==> config.mk <==
export PLATFORM = sky130hd
export DESIGN_NAME = weather_sensor_pulse_transmitter
export DESIGN_NICKNAME = d
export VERILOG_FILES = /design/src/wsp_pkg.sv /design/src/wsp_cfg_regs.sv /design/src/wsp_frame.sv /design/src/wsp_encoder.sv /design/src/weather_sensor_pulse_transmitter.sv
export SDC_FILE = /design/constraint.sdc
export NUM_CORES = 1
export LEC_CHECK = 0
export CAP_MARGIN = 20
export CORE_ASPECT_RATIO = 0.5
export CORE_MARGIN = 2
export CORE_UTILIZATION = 45
export CTS_CLUSTER_DIAMETER = 30
export DETAILED_ROUTE_END_ITERATION = 16
export DONT_BUFFER_PORTS = 1
export PLACE_DENSITY = 0.58
export SLEW_MARGIN = 40
export SYNTH_ARGS = -nofsm -noshare
export SYNTH_HDL_FRONTEND = slang
export SYNTH_SLANG_ARGS = --single-unit
==> constraint.sdc <==
create_clock -name clk_i -period 10.4 [get_ports clk_i]
set_clock_uncertainty 0.15 [all_clocks]
set_input_delay 1.04 -clock clk_i [delete_from_list [all_inputs] [get_ports clk_i]]
set_output_delay 1.04 -clock clk_i [all_outputs]
set_load 0.01 [all_outputs]
==> src/wsp_pkg.sv <==
`timescale 1ns / 1ps

package wsp_pkg;

  localparam int unsigned FrameBitsDefault = 32;
  localparam int unsigned CfgAddrW = 5;
  localparam int unsigned CfgDataW = 32;
  localparam int unsigned TickW = 16;

  localparam logic OP_TICK = 1'b0;
  localparam logic OP_SEND = 1'b1;

  typedef enum logic [2:0] {
    REG_SENSOR_ID,
    REG_CHANNEL,
    REG_PULSE_TICKS,
    REG_PREAMBLE_TICKS,
    REG_ONE_TICKS,
    REG_ZERO_TICKS,
    REG_REPETITIONS
  } reg_idx_e;

  typedef enum logic [1:0] {
    PH_IDLE,
    PH_PULSE,
    PH_GAP
  } phase_e;

  localparam logic [7:0]       SensorIdReset      = 8'd0;
  localparam logic [1:0]       ChannelReset       = 2'd0;
  localparam logic [TickW-1:0] PulseTicksReset    = 16'd500;
  localparam logic [TickW-1:0] PreambleTicksReset = 16'd9000;
  localparam logic [TickW-1:0] OneTicksReset      = 16'd4000;
  localparam logic [TickW-1:0] ZeroTicksReset     = 16'd2000;
  localparam logic [7:0]       RepetitionsReset   = 8'd6;

  typedef struct packed {
    logic              operation;
    logic signed [11:0] temperature_tenths;
    logic              battery_good;
    logic              beep;
  } in_word_t;

  typedef struct packed {
    logic line_level;
    logic busy_res;
    logic send_accepted;
    logic send_dropped;
  } out_word_t;

  typedef struct packed {
    logic [7:0]       sensor_id;
    logic [1:0]       channel;
    logic [TickW-1:0] pulse_ticks;
    logic [TickW-1:0] preamble_ticks;
    logic [TickW-1:0] one_ticks;
    logic [TickW-1:0] zero_ticks;
    logic [7:0]       repetitions;
  } cfg_t;

  // A length of zero behaves as a length of one.
  function automatic logic reached(logic [TickW-1:0] count, logic [TickW-1:0] len);
    logic [TickW-1:0] eff;
    eff = (len == '0) ? TickW'(1) : len;
    return count >= eff;
  endfunction

endpackage

==> src/wsp_cfg_regs.sv <==
`timescale 1ns / 1ps

module wsp_cfg_regs (
  input  logic                           clk_i,
  input  logic                           rst_ni,
  input  logic                           psel,
  input  logic                           penable,
  input  logic                           pwrite,
  input  logic [wsp_pkg::CfgAddrW-1:0]   paddr,
  input  logic [wsp_pkg::CfgDataW-1:0]   pwdata,
  output logic [wsp_pkg::CfgDataW-1:0]   prdata,
  output logic                           pready,
  output wsp_pkg::cfg_t                  cfg_o
);
  import wsp_pkg::*;

  cfg_t     cfg_q;
  cfg_t     cfg_d;
  reg_idx_e idx;
  logic     wr_en;

  assign idx   = reg_idx_e'(paddr[CfgAddrW-1:2]);
  assign wr_en = psel && penable && pwrite;
  assign pready = 1'b1;
  assign cfg_o = cfg_q;

  always_comb begin
    cfg_d = cfg_q;
    if (wr_en) begin
      case (idx)
        REG_SENSOR_ID:      cfg_d.sensor_id      = pwdata[7:0];
        REG_CHANNEL:        cfg_d.channel        = pwdata[1:0];
        REG_PULSE_TICKS:    cfg_d.pulse_ticks    = pwdata[TickW-1:0];
        REG_PREAMBLE_TICKS: cfg_d.preamble_ticks = pwdata[TickW-1:0];
        REG_ONE_TICKS:      cfg_d.one_ticks      = pwdata[TickW-1:0];
        REG_ZERO_TICKS:     cfg_d.zero_ticks     = pwdata[TickW-1:0];
        REG_REPETITIONS:    cfg_d.repetitions    = pwdata[7:0];
        default:            cfg_d = cfg_q;
      endcase
    end
  end

  always_comb begin
    case (idx)
      REG_SENSOR_ID:      prdata = CfgDataW'(cfg_q.sensor_id);
      REG_CHANNEL:        prdata = CfgDataW'(cfg_q.channel);
      REG_PULSE_TICKS:    prdata = CfgDataW'(cfg_q.pulse_ticks);
      REG_PREAMBLE_TICKS: prdata = CfgDataW'(cfg_q.preamble_ticks);
      REG_ONE_TICKS:      prdata = CfgDataW'(cfg_q.one_ticks);
      REG_ZERO_TICKS:     prdata = CfgDataW'(cfg_q.zero_ticks);
      REG_REPETITIONS:    prdata = CfgDataW'(cfg_q.repetitions);
      default:            prdata = '0;
    endcase
  end

  always_ff @(posedge clk_i or negedge rst_ni) begin
    if (!rst_ni) begin
      cfg_q.sensor_id      <= SensorIdReset;
      cfg_q.channel        <= ChannelReset;
      cfg_q.pulse_ticks    <= PulseTicksReset;
      cfg_q.preamble_ticks <= PreambleTicksReset;
      cfg_q.one_ticks      <= OneTicksReset;
      cfg_q.zero_ticks     <= ZeroTicksReset;
      cfg_q.repetitions    <= RepetitionsReset;
    end else begin
      cfg_q <= cfg_d;
    end
  end

endmodule

==> src/wsp_frame.sv <==
`timescale 1ns / 1ps

module wsp_frame #(
  parameter int unsigned FRAME_BITS = wsp_pkg::FrameBitsDefault
) (
  input  logic [7:0]            sensor_id_i,
  input  logic [1:0]            channel_i,
  input  logic signed [11:0]    temperature_tenths_i,
  input  logic                  battery_good_i,
  input  logic                  beep_i,
  output logic [FRAME_BITS-1:0] frame_o
);
  import wsp_pkg::*;

  logic [23:0] body;
  logic [7:0]  csum;
  logic [31:0] full;

  assign body = {sensor_id_i, $unsigned(temperature_tenths_i), channel_i,
                 !battery_good_i, beep_i};

  // Sum of the low bytes of the body shifted by each multiple of four bits, less one.
  always_comb begin
    logic [31:0] wide;
    logic [7:0]  acc;
    wide = {8'd0, body};
    acc  = 8'd0;
    for (int k = 0; k < 7; k++) begin
      acc = acc + wide[4*k +: 8];
    end
    csum = acc - 8'd1;
  end

  assign full    = {csum, body};
  assign frame_o = full[FRAME_BITS-1:0];

endmodule

==> src/wsp_encoder.sv <==
`timescale 1ns / 1ps

module wsp_encoder #(
  parameter int unsigned FRAME_BITS = wsp_pkg::FrameBitsDefault
) (
  input  logic                  clk_i,
  input  logic                  rst_ni,
  input  wsp_pkg::cfg_t         cfg_i,
  input  wsp_pkg::in_word_t     item_i,
  input  logic [FRAME_BITS-1:0] frame_i,
  input  logic                  load_i,
  output wsp_pkg::out_word_t    result_o
);
  import wsp_pkg::*;

  localparam int unsigned IdxW = (FRAME_BITS > 1) ? $clog2(FRAME_BITS) : 1;
  localparam logic [IdxW-1:0] LastIdx = IdxW'(FRAME_BITS - 1);

  phase_e                phase_q, phase_d;
  logic [TickW-1:0]      tick_q, tick_d;
  logic [IdxW-1:0]       bit_q, bit_d;
  logic [7:0]            packets_q, packets_d;
  logic                  pre_q, pre_d;
  logic [FRAME_BITS-1:0] frame_q, frame_d;
  out_word_t             result_q, result_d;

  logic [TickW-1:0] tick_inc;
  logic [TickW-1:0] gap_len;
  logic             accepted;
  logic             dropped;

  assign tick_inc = tick_q + TickW'(1);
  assign gap_len  = pre_q ? cfg_i.preamble_ticks :
                    (frame_q[bit_q] ? cfg_i.one_ticks : cfg_i.zero_ticks);

  always_comb begin
    phase_d   = phase_q;
    tick_d    = tick_q;
    bit_d     = bit_q;
    packets_d = packets_q;
    pre_d     = pre_q;
    frame_d   = frame_q;
    accepted  = 1'b0;
    dropped   = 1'b0;
    if (item_i.operation == OP_SEND) begin
      if (phase_q != PH_IDLE) begin
        dropped = 1'b1;
      end else begin
        accepted  = 1'b1;
        frame_d   = frame_i;
        packets_d = cfg_i.repetitions;
        if (cfg_i.repetitions != 8'd0) begin
          phase_d = PH_PULSE;
          pre_d   = 1'b1;
          tick_d  = '0;
          bit_d   = '0;
        end
      end
    end else if (phase_q == PH_PULSE) begin
      tick_d = tick_inc;
      if (reached(tick_inc, cfg_i.pulse_ticks)) begin
        phase_d = PH_GAP;
        tick_d  = '0;
      end
    end else if (phase_q == PH_GAP) begin
      tick_d = tick_inc;
      if (reached(tick_inc, gap_len)) begin
        tick_d = '0;
        if (pre_q) begin
          pre_d   = 1'b0;
          bit_d   = LastIdx;
          phase_d = PH_PULSE;
        end else if (bit_q != '0) begin
          bit_d   = bit_q - IdxW'(1);
          phase_d = PH_PULSE;
        end else begin
          packets_d = packets_q - 8'd1;
          if (packets_d != 8'd0) begin
            phase_d = PH_PULSE;
            pre_d   = 1'b1;
            bit_d   = '0;
          end else begin
            phase_d = PH_IDLE;
            pre_d   = 1'b0;
          end
        end
      end
    end
    result_d.line_level    = (phase_d == PH_PULSE);
    result_d.busy_res      = (phase_d != PH_IDLE);
    result_d.send_accepted = accepted;
    result_d.send_dropped  = dropped;
  end

  always_ff @(posedge clk_i or negedge rst_ni) begin
    if (!rst_ni) begin
      phase_q   <= PH_IDLE;
      tick_q    <= '0;
      bit_q     <= '0;
      packets_q <= '0;
      pre_q     <= 1'b0;
    end else if (load_i) begin
      phase_q   <= phase_d;
      tick_q    <= tick_d;
      bit_q     <= bit_d;
      packets_q <= packets_d;
      pre_q     <= pre_d;
    end
  end

  always_ff @(posedge clk_i) begin
    if (load_i) begin
      frame_q  <= frame_d;
      result_q <= result_d;
    end
  end

  assign result_o = result_q;

endmodule

==> src/weather_sensor_pulse_transmitter.sv <==
`timescale 1ns / 1ps

// Channel   Handshake                    Payload
// in        in_valid_i / in_ready_o      in_data_i  (operation, temperature, battery, beep)
// out       out_valid_o / out_ready_i    out_data_o (line level, busy, accepted, dropped)
// cfg       psel, penable, pwrite        paddr, pwdata, prdata (pready tied high)
//
// Each word is held in the input register and is then processed into the result register,
// so a new word is taken in every cycle while the result is not stalled.
// Reset clears the configuration to its defaults and leaves the transmitter idle.
// A stalled result holds the result register and, behind it, the input register.

module weather_sensor_pulse_transmitter #(
  parameter int unsigned FRAME_BITS = wsp_pkg::FrameBitsDefault
) (
  input  logic                         clk_i,
  input  logic                         rst_ni,
  input  logic                         in_valid_i,
  output logic                         in_ready_o,
  input  wsp_pkg::in_word_t            in_data_i,
  output logic                         out_valid_o,
  input  logic                         out_ready_i,
  output wsp_pkg::out_word_t           out_data_o,
  input  logic                         psel,
  input  logic                         penable,
  input  logic                         pwrite,
  input  logic [wsp_pkg::CfgAddrW-1:0] paddr,
  input  logic [wsp_pkg::CfgDataW-1:0] pwdata,
  output logic [wsp_pkg::CfgDataW-1:0] prdata,
  output logic                         pready
);
  import wsp_pkg::*;

  cfg_t                  cfg;
  in_word_t              item_q;
  logic                  item_valid_q;
  logic                  out_valid_q;
  logic                  advance;
  logic                  load;
  logic [FRAME_BITS-1:0] frame;

  assign advance    = !out_valid_q || out_ready_i;
  assign load       = item_valid_q && advance;
  assign in_ready_o = !item_valid_q || advance;
  assign out_valid_o = out_valid_q;

  always_ff @(posedge clk_i or negedge rst_ni) begin
    if (!rst_ni) begin
      item_valid_q <= 1'b0;
      out_valid_q  <= 1'b0;
    end else begin
      if (in_ready_o) begin
        item_valid_q <= in_valid_i;
      end
      if (advance) begin
        out_valid_q <= item_valid_q;
      end
    end
  end

  always_ff @(posedge clk_i) begin
    if (in_ready_o && in_valid_i) begin
      item_q <= in_data_i;
    end
  end

  wsp_cfg_regs u_cfg_regs (
    .clk_i   (clk_i),
    .rst_ni  (rst_ni),
    .psel    (psel),
    .penable (penable),
    .pwrite  (pwrite),
    .paddr   (paddr),
    .pwdata  (pwdata),
    .prdata  (prdata),
    .pready  (pready),
    .cfg_o   (cfg)
  );

  wsp_frame #(
    .FRAME_BITS (FRAME_BITS)
  ) u_frame (
    .sensor_id_i          (cfg.sensor_id),
    .channel_i            (cfg.channel),
    .temperature_tenths_i (item_q.temperature_tenths),
    .battery_good_i       (item_q.battery_good),
    .beep_i               (item_q.beep),
    .frame_o              (frame)
  );

  wsp_encoder #(
    .FRAME_BITS (FRAME_BITS)
  ) u_encoder (
    .clk_i    (clk_i),
    .rst_ni   (rst_ni),
    .cfg_i    (cfg),
    .item_i   (item_q),
    .frame_i  (frame),
    .load_i   (load),
    .result_o (out_data_o)
  );

`ifndef NO_ASSERTIONS
  assert property (@(posedge clk_i) disable iff (!rst_ni)
    (out_valid_o && out_data_o.line_level) |-> out_data_o.busy_res)
    else $error("line high while not busy");

  assert property (@(posedge clk_i) disable iff (!rst_ni)
    (out_valid_o && out_data_o.send_dropped) |->
      (out_data_o.busy_res && !out_data_o.send_accepted))
    else $error("dropped send reported while idle or as accepted");

  assert property (@(posedge clk_i) disable iff (!rst_ni)
    !out_valid_o |-> in_ready_o)
    else $error("input stalled with an empty result register");
`endif

endmodule
* Yosys cells after proc, flatten, opt, wreduce, memory -nomap -nowiden *
Index checks and enable logic that the tools add are counted.

storage, ports and cells
  register bits after elaboration = 167
  bits in latches = 0
  RAM bits = 0
  bits in read-only memories = 0
  bits of input ports = 59
  output and inout port bits = 39
  logic and storage cells = 134
  memories kept = 0

operators by class
  add/sub/neg operators = 9
  multiply operators = 0
  div/mod/pow operators = 0
  $lt $le $gt $ge = 3
  eq/ne operators = 14
  shift-type cells = 0
  mux-type cells = 51
  bitwise logic cells = 1
  reduce and logical (&&, ||, !) cells = 33

operators by type and width
  operator                                                    number
  two-way mux 16 bit                                          11
  case mux 16 bit (7 select lines)                            1
  two-way mux 8 bit                                           7
  two-way mux 5 bit                                           9
  adder 8 bit                                                 4
  greater-or-equal comparator 16 bit                          2
  zero test 16 bit                                            2
  two-way mux 2 bit                                           9
  adder 16 x 1 -> 16 bit, second input constant               1
  nonzero test 8 bit                                          2
  subtractor 8 x 1 -> 8 bit, second input constant            2
  AND reduction 2 bit                                         7
  AND reduction 7 bit                                         2
  two-way mux 1 bit                                           13
  equality test 3 bit, second input constant                  3
  adder 8 x 4 -> 8 bit                                        1
  inequality test 2 bit, second input constant                4
  nonzero test 2 bit                                          4
  equality test 3 x 2 -> 1 bit, second input constant         2
  less-than comparator 5 x 6 -> 1 bit, second input constant  1
  AND reduction 6 bit                                         1
  binary-select mux 1 bit (select 5 bit)                      1
  nonzero test 5 bit                                          1
  subtractor 5 x 1 -> 5 bit, second input constant            1
  other kinds (13)                                            20

* Longest topological paths before layout *
Gate-level depths: netlist (run 1).

  depth in word-level cells = 12
  gate-level depth with buffers = 22
  gate-level depth less buffers = 19

* Cells and area by module *
A second synthesis (run 1) with hierarchy kept.

unflattened totals
  cell total of the unflattened synthesis = 972
  area, all modules = 10,814.1 µm²

by module, submodules not included
  module                            times used  cells each  area each (µm²)  seq. area each (µm²)
  wsp_encoder                       1           521         5,149.9          1,881.8
  wsp_cfg_regs                      1           293         3,958.8          2,083.2
  wsp_frame                         1           135         1,151.1          0.0
  weather_sensor_pulse_transmitter  1           23          554.3            500.5

* Worst setup path after synthesis (run 1) *
No wires, ideal clock.

  kind = register to register
  from = reg u_encoder.bit_q[0]
  to = reg u_encoder.result_q, in the netlist u_encoder.result_o[3] (data pin)
  setup time = 0.254 ns
  data arrival time = 4.736 ns
  required time = 9.996 ns
  path slack = 5.261 ns
  stages on the path, launching flop included = 21
  path buffers = 2
  period minus slack after synthesis = 5.139 ns
  path through = dfrtp_1 > buf_6 > mux4_1 > mux2_2 > o2bb2a_4 > o311ai_4 > buf_6 > mux2_4 > mux2i_4 > nand4_1 > o31ai_2 > ha_1 > nand2b_1 > a21o_1 > a21o_1 > a2111oi_0 > o21ai_1 > a221oi_2 > a211oi_1 > or3_1 > nor2b_1

RTL lines
  what                      line                RTL
  start: declaration        wsp_encoder.sv:21   logic [IdxW-1:0] bit_q, bit_d;
  start signal: assignment  wsp_encoder.sv:105  bit_q <= bit_d;
  end signal: assignment    wsp_encoder.sv:114  result_q <= result_d;
  end: declaration          wsp_encoder.sv:25   out_word_t result_q, result_d;

* Final worst setup path (run 1) *
  from = reg u_encoder.bit_q[0]
  to = reg u_encoder.tick_q[6]

between the ends
  word-level cells in the longest chain between the ends = 11

ends and longest elaborated chain
  what                                         line                RTL
  binary-select mux 1 bit (select 5 bit) (*)   wsp_encoder.sv:34   (frame_q[bit_q] ? cfg_i.one_ticks : cfg_i.zero_ticks);
  two-way mux 1 bit (implied by the code) (*)  wsp_encoder.sv:34
  two-way mux 16 bit (*)                       wsp_encoder.sv:34
  two-way mux 16 bit (*)                       wsp_encoder.sv:33   assign gap_len = pre_q ? cfg_i.preamble_ticks :
  zero test 16 bit                             wsp_pkg.sv:64       eff = (len == '0) ? TickW'(1) : len;
  two-way mux 16 bit (*)                       wsp_pkg.sv:64
  greater-or-equal comparator 16 bit (*)       wsp_pkg.sv:65       return count >= eff;
  two-way mux 16 bit (*)                       wsp_encoder.sv:67   if (reached(tick_inc, gap_len)) begin
  two-way mux 16 bit (*)                       wsp_encoder.sv:65   end else if (phase_q == PH_GAP) begin
  two-way mux 16 bit (*)                       wsp_encoder.sv:59   end else if (phase_q == PH_PULSE) begin
  two-way mux 16 bit (*)                       wsp_encoder.sv:45   if (item_i.operation == OP_SEND) begin
  end signal: assignment                       wsp_encoder.sv:104  tick_q <= tick_d;
  end: declaration                             wsp_encoder.sv:20   logic [TickW-1:0] tick_q, tick_d;

Every way passes the cells marked *; elsewhere a longest branch is shown, timed or not. The select of a mux whose other input is x is not followed.
A chain may end at the register's enable or synchronous reset.

==> results of run 1 <==
## worst register-to-register path, cell delays in order (launching register included)
cell,delay [ps]
sky130_fd_sc_hd__dfrtp_1,620
sky130_fd_sc_hd__mux4_1,620
sky130_fd_sc_hd__mux2_2,310
sky130_fd_sc_hd__o2bb2a_4,210
sky130_fd_sc_hd__o311ai_4,100
sky130_fd_sc_hd__buf_4,250
sky130_fd_sc_hd__mux2_1,360
sky130_fd_sc_hd__mux2i_1,350
sky130_fd_sc_hd__and4_1,270
sky130_fd_sc_hd__nand4_1,100
sky130_fd_sc_hd__o31ai_2,210
sky130_fd_sc_hd__ha_1,260
sky130_fd_sc_hd__nand2b_1,140
sky130_fd_sc_hd__a21o_1,170
sky130_fd_sc_hd__a21o_1,170
sky130_fd_sc_hd__a2111oi_0,450
sky130_fd_sc_hd__o21ai_1,140
sky130_fd_sc_hd__a221oi_2,570
sky130_fd_sc_hd__a32oi_1,440
sky130_fd_sc_hd__nor2_2,510
sky130_fd_sc_hd__a221o_1,230
## state kept, by name, summed over array words and instances (netlist names)
register,cells
out_valid_o,1
u_cfg_regs.cfg_o,82
item_valid_q,1
u_encoder.bit_q,5
u_encoder.phase_q,2
u_encoder.frame_q,32
u_encoder.tick_q,16
u_encoder.packets_q,8
item_q,15
u_encoder.result_o,4
u_encoder.pre_q,1
## cell usage in the layout (no fill, tap or decap), drive strengths merged, types with 5 or more instances in the layout
cell type	netlist	final
nand3	15	15
mux2	80	80
mux4	8	8
a22o	11	11
dfrtp	91	91
clkbuf	25	19
fa	21	21
a21oi	44	44
xnor2	21	21
a211oi	6	6
o21ai	32	32
dfstp	25	25
ha	54	54
nor3	13	13
a21o	14	14
mux2i	34	34
or3	6	6
nor2b	10	10
edfxtp	51	51
inv	59	66
nand2	51	51
xor2	5	5
nor4	6	6
o21a	8	8
clkinv	3	7
a221oi	8	8
conb	2	17
nand2b	11	11
nor2	49	49
nand4	9	9
buf	27	7
a22oi	13	13
## cells by family after synthesis
logic type	after synthesis	share of synthesized area
AND/OR/NAND/NOR	186	0.0902
flip-flops	167	0.451
other	2	0.000758
multiplexers	122	0.150
adder cells (fa/ha/maj)	75	0.111
XOR/XNOR	26	0.0230
AO/OA/AOI/OAI	173	0.123
buffers and inverters	114	0.0517
## report_power, final
| part | total [mW] | switching, mW | internal [mW] | leakage (nW) |
|---|---|---|---|---|
| Clock | 0.629 | 0.288 | 0.340 | 0.285 |
| Sequential | 0.985 | 0.140 | 0.846 | 1.89 |
| Combinational | 1.09 | 0.575 | 0.518 | 2.44 |
## worst paths after layout
kind | slack, ps | to | cells after the start
max | 3690 | u_encoder.tick_q[6] | 20
min | 130 | u_cfg_regs.cfg_o[21] | 0
max reg2reg | 3690 | u_encoder.tick_q[6] | 20
min reg2reg | 310 | u_encoder.frame_q[6] | 0
max in group asynchronous | 9720 | u_cfg_regs.cfg_o[1] | 0
min in group clk_i | 310 | u_encoder.frame_q[6] | 0
## synth_stat cells, types with 13 or more instances
| library cell | instances |
|---|---|
| sky130_fd_sc_hd__o21ai_0 | 25 |
| sky130_fd_sc_hd__nand2_1 | 51 |
| sky130_fd_sc_hd__nor2_1 | 49 |
| sky130_fd_sc_hd__dfrtp_1 | 91 |
| sky130_fd_sc_hd__fa_1 | 21 |
| sky130_fd_sc_hd__clkbuf_1 | 25 |
| sky130_fd_sc_hd__ha_1 | 54 |
| sky130_fd_sc_hd__nand3_1 | 15 |
| sky130_fd_sc_hd__a21oi_1 | 40 |
| sky130_fd_sc_hd__mux2i_1 | 31 |
| sky130_fd_sc_hd__xnor2_1 | 21 |
| sky130_fd_sc_hd__edfxtp_1 | 51 |
| sky130_fd_sc_hd__dfstp_2 | 25 |
| sky130_fd_sc_hd__buf_4 | 17 |
| sky130_fd_sc_hd__inv_1 | 59 |
| sky130_fd_sc_hd__mux2_2 | 71 |
| sky130_fd_sc_hd__a22oi_1 | 13 |
| sky130_fd_sc_hd__nor3_1 | 13 |
| sky130_fd_sc_hd__a21o_1 | 14 |
## metal layers
layer,wire length (um),share of wire,up-vias,global-route usage
met3,840,0.036,27,0.0464
met2,10800,0.46,116,0.347
met5,0,0,-,0
li1,-,-,3088,-
met1,11200,0.48,3274,0.293
met4,419,0.018,0,0.0774
## stage by stage
| step | utilization | power (mW) | setup slack, ps |
|---|---|---|---|
| 4_1_cts | 0.495 | 2.74 | 3540 |
| 6_report | 0.495 | 2.71 | 3690 |
| 5_1_grt | 0.495 | 2.91 | 3350 |
| 3_5_place_dp | 0.468 | 2.10 | 3570 |
| 2_1_floorplan | - | 1.83 | 5260 |
| 3_3_place_gp | 0.468 | 2.06 | 3650 |
## cell type report
| class | count | area, um2 | share of cell area |
|---|---|---|---|
| Multi-Input combinational cell | 599 | 5000 | 0.467 |
| Inverter | 62 | 233 | 0.0217 |
| Tap cell | 300 | 375 | 0.0350 |
| Timing Repair Buffer | 7 | 52.6 | 0.00491 |
| Clock buffer | 19 | 475 | 0.0444 |
| Clock inverter | 13 | 110 | 0.0103 |
| Sequential cell | 167 | 4470 | 0.417 |
==> flow_summary.toml, run 1 <==
[outcome]
run_status = "finished clean"

[sta]
fin_tns_setup_ps = 0
fmax_ghz = 0.149
relSlewSlack = 0.479
final-max-slew-violation-count = 0
finalCriticalPeriod_ps = 6710
hold_ws_ps = 130
rsz0062_at_grt = "no"
least_margin_pin_slew_ps = 778
final-setup-viol-count = 0
hold_viol = 0
share_of_the_clock_period_used_by_the_worst_path_after_layout = 0.645

[drt]
first_pass_iters = 5
drt-vias-per-instance = 5.57
detail_route.wirelength_um = 23300
ant_nets = 0
wire_per_inst_um = 20.0
detail_route.drc_violations = 0
num_vias = 6505
drt-initial-drc-count = 434

[clock_tree]
ctsLongestPathBuffers = 2
insertion_delay_ps = 450
cts-buffers-inserted = 17
cts_hold_bufs = 0
clock-sinks = 167
tritoncts = "built"
post_cts.resized_instances = 0
post-cts-setup-buffers = 0
root_buffer = "sky130_fd_sc_hd__clkbuf_16"
cts.reportedPaths.clkPinSlew_ps = 70
cts.htree.levels = 4

[floorplanning]
floorplan.initialDensity = 0.458
ioPinCount = 98
die-area_um2 = 23300
die_y_um = 109
standard_cell_row_count = 38
dieWidth_um = 214
core-area_um2 = 21600

[layout]
antenna-diode-count = 0
stdcell_count = 1167
drive_gt1_frac = 0.187
area_delta_synth_final_pct = 8.16
finish.instance_area_um2 = 10700
nNetsFinal = 988
filler_cell_count = 1973

[power]
power_density_nw_per_um2 = 253
cellLeakagePower_nw = 4.62
vdd_drop_max_uv = 118

[yosys]
syn-cell-area_um2 = 9900
synth_edf_count = 51
yosys-top-cells-area = "sky130_fd_sc_hd__dfrtp_1 23%, sky130_fd_sc_hd__edfxtp_1 15%, sky130_fd_sc_hd__mux2_2 8.1%"
synthesis.yosys.warnings = 0
ys_seq_area_frac = 0.451
yosysTopAreaCellShare = 0.230
syn_avg_cell_area_um2 = 11.4
postSynth.topFlopCell = "sky130_fd_sc_hd__dfrtp_1"
syn_inst = 865
fraction_of_synthesis_flops_using_an_asynchronous_set_or_reset_pin = 0.695
postSynthRegisterBits = 167
synthDistinctLibCells = 71
area_leader_netlist = "sky130_fd_sc_hd__dfrtp_1"

[worst_hold_path]
hold_removal_path_class = "in2async"

[placement]
dp_hpwl_um = 16700
placed_cell_area_um2 = 10100
placedCellCount = 1135
gp_congestion = 0.858
io_buffer_count = 0

[setup_path]
reg2reg_from = "u_encoder.bit_q[0]"
timing.critical_path.buf_inv = 1
timing.critical_path.cells = "mux4_1 > mux2_2 > o2bb2a_4 > o311ai_4 > buf_4 > mux2_1 > mux2i_1 > and4_1 > nand4_1 > o31ai_2 > ha_1 > nand2b_1 > a21o_1 > a21o_1 > a2111oi_0 > o21ai_1 > a221oi_2 > a32oi_1 > nor2_2 > a221o_1"
startpoint_type = "register"
critical_path_peak_fanout = 16
setup.worst_path.class = "reg2reg"
cp-startpoint = "u_encoder.bit_q[0]"
timing.critical_path.arrival_ps = 6940
critical_path.endpoint_type = "register"
path_common_cell = "sky130_fd_sc_hd__a21o_1"
worst_path_max_delay_cell = "sky130_fd_sc_hd__dfrtp_1"
cpLargestDelayFamily = "compound AO/OA/AOI/OAI gates"
worst-endpoint-required_ps = 10630
worst_path_largest_cell_delay_ps = 620

[global_route]
overflow = 0
grt_antenna_before_repair = 0
global_route.usage.total = 0.217
number_of_global_route_vias_before_repair = 6679
global_route_wire_length_before_repair_um = 37600
grt_max_degree = 117

[job]
timing.max_cap.violations = 0
Note: power is estimated with default switching activity, not from simulation.
==> run 2: changes to the inputs <==
PLACE_DENSITY = 0.6   (was 0.58)
clock period = 6 ns   (was 10.4 ns; I/O delays follow)
==> run 2 against run 1 <==
  * Hold slack worse by 29 ps
  * Utilization up 1.0 points
  * Largest cell class unchanged
  * Global-route usage up 0.17 points
  * Power up 79%
  * Non-clock buffer count up 16
  * Wire length down 0.20%
  * Cell count increased by 1.4%
  * Flip-flop and latch count unchanged
  * First-iteration DRC count fell by 5.8%
  * Die area is the same
  * Cell area grew 2.1%
  * Clock power grew 83%
==> flow_summary.toml, run 2 (synthesis results as in run 1) <==
[sta]
finalCriticalPeriod_ps = 5730
least_margin_pin_slew_ps = 802
final-setup-viol-count = 0
hold_viol = 0
rsz0062_at_grt = "no"
final-max-slew-violation-count = 0
fin_tns_setup_ps = 0
hold_ws_ps = 101
share_of_the_clock_period_used_by_the_worst_path_after_layout = 0.954
fmax_ghz = 0.175
relSlewSlack = 0.462

[layout]
layout.cells.most_common_list = "90 x sky130_fd_sc_hd__dfrtp_1, 71 x sky130_fd_sc_hd__mux2_2, 59 x sky130_fd_sc_hd__inv_1"
nNetsFinal = 1004
drive_gt1_frac = 0.197
stdcell_count = 1183
filler_cell_count = 1924
layout_commonest_cell = "sky130_fd_sc_hd__dfrtp_1"
antenna-diode-count = 0
number_of_flip_flops_under_the_largest_register_name = 82
area_delta_synth_final_pct = 10.4

[setup_path]
r2r_end = "u_encoder.packets_q[3]"
critical_path.endpoint_type = "register"
crit_cells = 22
setup.worst_path.class = "reg2reg"
reg2reg_depth = 22
critPathCapture = "u_encoder.packets_q[3]"
critical_path_peak_fanout = 16
reg2reg_setup_slack_ps = 270
worst-endpoint-required_ps = 6170
timing.critical_path.cells = "mux4_1 > mux2_2 > o2bb2a_4 > o311ai_4 > buf_12 > mux2_1 > mux2i_1 > and4_1 > nand4_1 > o31ai_2 > ha_1 > nand2b_1 > a21o_1 > a21o_1 > a2111oi_0 > o21ai_1 > a221oi_2 > buf_4 > buf_4 > a211o_1 > nand2_1 > o221a_1"
worst_path_max_delay_cell = "sky130_fd_sc_hd__mux4_1"
cpLargestDelayFamily = "compound AO/OA/AOI/OAI gates"
reg2reg_from = "u_encoder.bit_q[0]"
startpoint_type = "register"
timing.critical_path.arrival_ps = 5900
worst_path_largest_cell_delay_ps = 570
timing.critical_path.buf_inv = 3
cp-startpoint = "u_encoder.bit_q[0]"

[placement]
dp_hpwl_um = 16700
io_buffer_count = 0
placedCellCount = 1148
gp_congestion = 0.880

[worst_hold_path]
hold_removal_path_class = "in2reg"
hold_depth = 0

[floorplanning]
ioPinCount = 98
dieWidth_um = 214
standard_cell_row_count = 38
die-area_um2 = 23300
die_y_um = 109
core-area_um2 = 21600
floorplan.initialDensity = 0.458

[clock_tree]
insertion_delay_ps = 450
cts-buffers-inserted = 17
tritoncts = "built"
cts.htree.levels = 4
clock-sinks = 167
ctsLongestPathBuffers = 2
root_buffer = "sky130_fd_sc_hd__clkbuf_16"
cts.reportedPaths.clkPinSlew_ps = 70

[global_route]
number_of_global_route_vias_before_repair = 6642
global_route.usage.total = 0.219
global_route_wire_length_before_repair_um = 37700
overflow = 0
grt_max_degree = 117
grt_antenna_before_repair = 0

[drt]
detail_route.drc_violations = 0
detail_route.wirelength_um = 23200
ant_nets = 0
wire_per_inst_um = 19.6
drt-initial-drc-count = 409
first_pass_iters = 4
drt-vias-per-instance = 5.60
num_vias = 6629

[outcome]
run_status = "finished clean"

[job]
timing.max_cap.violations = 0

[power]
cellLeakagePower_nw = 4.74
vdd_drop_max_uv = 210
power_density_nw_per_um2 = 442
==> run 2: changes by cell type in the layout (fill, tap and decap cells not counted), moves of 2 or more <==
cell                         previous run  this run
sky130_fd_sc_hd__buf_4                  7        18
sky130_fd_sc_hd__nor2b_2                2         0
sky130_fd_sc_hd__clkbuf_1               0         2
sky130_fd_sc_hd__clkbuf_8               0         3
sky130_fd_sc_hd__clkinvlp_4             2         0
sky130_fd_sc_hd__clkinv_4               4         2
sky130_fd_sc_hd__buf_12                 0         2
sky130_fd_sc_hd__inv_8                  2         0
sky130_fd_sc_hd__nor2b_1                8        10
==> run 2: per-layer routing <==
| metal | wire length [um] | global-route usage | vias up |
|---|---|---|---|
| met2 | 10600 | 0.344 | 148 |
| met5 | 0 | 0 | - |
| met3 | 1120 | 0.0510 | 27 |
| met4 | 447 | 0.0823 | 0 |
| li1 | - | - | 3116 |
| met1 | 11000 | 0.296 | 3338 |
==> run 2: power breakdown <==
group	total (mW)	leakage, nW	switching (mW)	internal (mW)
combinational	2.00	2.54	1.04	0.956
clock	1.15	0.310	0.470	0.684
sequential	1.69	1.89	0.218	1.47
==> run 2: layout make-up <==
cell class	instances	area (um2)	area share
Clock buffer	25	549	0.0503
Clock inverter	7	76.3	0.00698
Tap cell	300	375	0.0343
Timing Repair Buffer	23	224	0.0205
Multi-Input combinational cell	599	5010	0.458
Inverter	62	233	0.0213
Sequential cell	167	4470	0.409
==> run 2: worst min path at each step <==
stage                              from                   end
final                     in_data_i[10]            item_q[10]
after global routing      in_data_i[13]            item_q[13]
after CTS                 in_data_i[10]            item_q[10]
after detailed placement         rst_ni  u_cfg_regs.cfg_o[22]
after global placement           rst_ni  u_cfg_regs.cfg_o[37]
after floorplan                  rst_ni          item_valid_q
==> run 2: through the flow <==
stage,total power [mW],setup slack [ps],instance area [um2],utilization
final,4.84,273,10900,0.505
after detailed placement,3.68,190,10200,0.474
after floorplan,3.17,861,9960,-
after global routing,5.19,17.1,10900,0.505
after CTS,4.87,141,10900,0.504
after global placement,3.63,239,10200,0.473
==> run 2: what timing repair did <==
item,CTS,global route
gates resized for setup,0,2
endpoints found under the setup margin,0,31
buffers inserted,0,1
hold buffers,2,0
endpoints found under the hold margin,116,0
==> run 3: changes to the inputs <==
CELL_PAD_IN_SITES_DETAIL_PLACEMENT = 2   (was unset)
CELL_PAD_IN_SITES_GLOBAL_PLACEMENT = 2   (was unset)
CORE_UTILIZATION = 39   (was 45)
PLACE_DENSITY = 0.74   (was 0.6)
REMOVE_ABC_BUFFERS = 1   (was unset)
==> run 3 against run 2 <==
  * Flip-flop and latch count unchanged
  * Clock-buffer cell count unchanged
  * Critical path type unchanged
  * Via count up 4.0%
  * Global-route usage up 1.5 points
  * Cell area up 0.93%
  * Critical endpoint is now u_encoder.result_o[3]
  * Worst setup slack worse by 1.1 ps
  * Largest cell class unchanged
  * Die area up 15%
  * Maximum frequency about the same
  * Non-clock buffer count up 2
  * Sequential share of layout area down 0.38 points
==> flow_summary.toml, run 3 (synthesis results as in run 1) <==
[placement]
placedCellCount = 1192
io_buffer_count = 0
placed_cell_area_um2 = 10300
gp_congestion = 0.832
dp_hpwl_um = 21200

[floorplanning]
ioPinCount = 98
die-area_um2 = 26800
floorplan.initialDensity = 0.395
core-area_um2 = 25100
dieWidth_um = 229
standard_cell_row_count = 41
die_y_um = 117

[layout]
finish.instance_area_um2 = 11000
layout.cells.most_common_list = "90 x sky130_fd_sc_hd__dfrtp_1, 71 x sky130_fd_sc_hd__mux2_2, 59 x sky130_fd_sc_hd__inv_1"
filler_cell_count = 2502
stdcell_count = 1229
drive_gt1_frac = 0.208
footprint_of_the_multi_input_gates_um2 = 5040
post-route-util = 0.440
layout_commonest_cell = "sky130_fd_sc_hd__dfrtp_1"
nNetsFinal = 1006
register_area_um2 = 4470
number_of_flip_flops_under_the_largest_register_name = 82
area_delta_synth_final_pct = 11.4
antenna-diode-count = 0

[clock_tree]
ctsLongestPathBuffers = 2
tritoncts = "built"
cts.reportedPaths.clkPinSlew_ps = 70
root_buffer = "sky130_fd_sc_hd__clkbuf_16"
cts-buffers-inserted = 17
clock-sinks = 167
insertion_delay_ps = 450
cts.htree.levels = 4

[global_route]
grt_antenna_before_repair = 0
number_of_global_route_vias_before_repair = 7745
global_route_wire_length_before_repair_um = 46300
grt_max_degree = 117
global_route.usage.total = 0.233
overflow = 0

[sta]
least_margin_pin_slew_ps = 787
final-setup-viol-count = 0
final-max-slew-violation-count = 0
rsz0062_at_grt = "no"
fin_tns_setup_ps = 0
relSlewSlack = 0.475
share_of_the_clock_period_used_by_the_worst_path_after_layout = 0.955
hold_viol = 0
finalCriticalPeriod_ps = 5730
fmax_ghz = 0.175

[power]
power_density_nw_per_um2 = 461
power_frac_clock = 0.236
sequentialPowerShare = 0.334
pwr-share-comb = 0.430
cellLeakagePower_nw = 4.74
internal-power_mw = 3.20
p_switching_mw = 1.88
vdd_drop_max_uv = 251
power.switching_fraction = 0.369
totalPowerFinal_mw = 5.08

[drt]
detail_route.drc_violations = 0
drt-initial-drc-count = 316
num_vias = 6892
drt-vias-per-instance = 5.61
first_pass_iters = 4
ant_nets = 0
detail_route.wirelength_um = 29700
wire_per_inst_um = 24.1

[job]
timing.max_cap.violations = 0

[setup_path]
r2r_end = "u_encoder.result_o[3]"
critical_path_peak_fanout = 14
startpoint_type = "register"
worst-endpoint-required_ps = 6060
critical_path.endpoint_type = "register"
setup.worst_path.class = "reg2reg"
reg2reg_setup_slack_ps = 270
timing.critical_path.arrival_ps = 5790
reg2reg_from = "u_encoder.bit_q[0]"
reg2reg_depth = 21

[worst_hold_path]
worst_hold_startpoint = "in_data_i[14]"
hold_removal_path_class = "in2reg"
hold_depth = 0
holdPathEnd = "item_q[14]"

[outcome]
run_status = "finished clean"
run 3: cell count changes in the layout (fill, tap and decap cells not counted), moves of 2 or more:
| cell | delta |
|---|---|
| sky130_fd_sc_hd__mux2i_1 | -4 |
| sky130_fd_sc_hd__mux2i_2 | +4 |
| sky130_fd_sc_hd__buf_4 | +3 |
| sky130_fd_sc_hd__bufinv_16 | +2 |
| sky130_fd_sc_hd__clkbuf_16 | -2 |
| sky130_fd_sc_hd__clkinv_2 | +2 |
| sky130_fd_sc_hd__inv_6 | -2 |
run 3: worst max path at each step:
stage                  startpoint  cells after the start  slack [ps]                     end
2_1_floorplan  u_encoder.bit_q[0]                     19         550     u_encoder.tick_q[5]
3_3_place_gp   u_encoder.bit_q[0]                     21         130      u_encoder.bit_q[2]
3_5_place_dp   u_encoder.bit_q[0]                     21          30      u_encoder.bit_q[4]
4_1_cts        u_encoder.bit_q[0]                     21          30  u_encoder.packets_q[4]
5_1_grt        u_encoder.bit_q[0]                     21          10   u_encoder.result_o[3]
6_report       u_encoder.bit_q[0]                     21         270   u_encoder.result_o[3]
run 3: area by class of cell:
cell class | count | area share
Sequential cell | 167 | 0.405
Inverter | 62 | 0.0211
Clock buffer | 25 | 0.0468
Clock inverter | 7 | 0.0103
Tap cell | 344 | 0.0390
Multi-Input combinational cell | 599 | 0.457
Timing Repair Buffer | 25 | 0.0213
run 3: power groups by stage:
stage          logic (mW)  clock network [mW]  registers [mW]
3_3_place_gp         1.98                   0            1.70
4_1_cts              2.18                1.23            1.70
6_report             2.18                1.20            1.70
3_5_place_dp         2.10                   0            1.72
5_1_grt              2.42                1.27            1.73
2_1_floorplan        1.46                   0            1.65
run 3: worst max-delay path, stage by stage, from the launching register on:
cell and delay, ps:
sky130_fd_sc_hd__dfrtp_2 430, sky130_fd_sc_hd__mux4_1 590, sky130_fd_sc_hd__mux2_2 320, sky130_fd_sc_hd__o2bb2a_4 210, sky130_fd_sc_hd__o311ai_4 110, sky130_fd_sc_hd__buf_12 190
sky130_fd_sc_hd__mux2_1 340, sky130_fd_sc_hd__mux2i_2 240, sky130_fd_sc_hd__and4_1 250, sky130_fd_sc_hd__nand4_1 120, sky130_fd_sc_hd__o31ai_2 220, sky130_fd_sc_hd__ha_1 270
sky130_fd_sc_hd__nand2b_1 150, sky130_fd_sc_hd__a21o_1 190, sky130_fd_sc_hd__a21o_1 180, sky130_fd_sc_hd__a2111oi_2 380, sky130_fd_sc_hd__o21ai_1 140, sky130_fd_sc_hd__a221oi_2 220
sky130_fd_sc_hd__buf_4 160, sky130_fd_sc_hd__a211oi_1 80, sky130_fd_sc_hd__or3_4 410, sky130_fd_sc_hd__nor2b_1 140
run 3: through the flow:
step           hold WS [ps]  worst slack [ps]
2_1_floorplan           154               551
3_3_place_gp            164               129
3_5_place_dp            160              26.3
4_1_cts                69.7              33.6
5_1_grt                67.9              11.1
6_report               92.5               272
run 3: layer usage:
metal / up-vias / routed length (um) / global-route usage
li1: 3122 / - / -
met1: 3652 / 13200 / 0.288
met2: 86 / 15100 / 0.421
met3: 32 / 839 / 0.0439
met4: 0 / 522 / 0.0714
met5: - / 0 / 0
run 3: timing repair:
action	in CTS	in global routing
setup endpoints to repair	24	32
pin swaps	0	2
buffers inserted	0	3
gates resized for setup	5	6
hold endpoints to repair	116	0
hold buffers	2	0
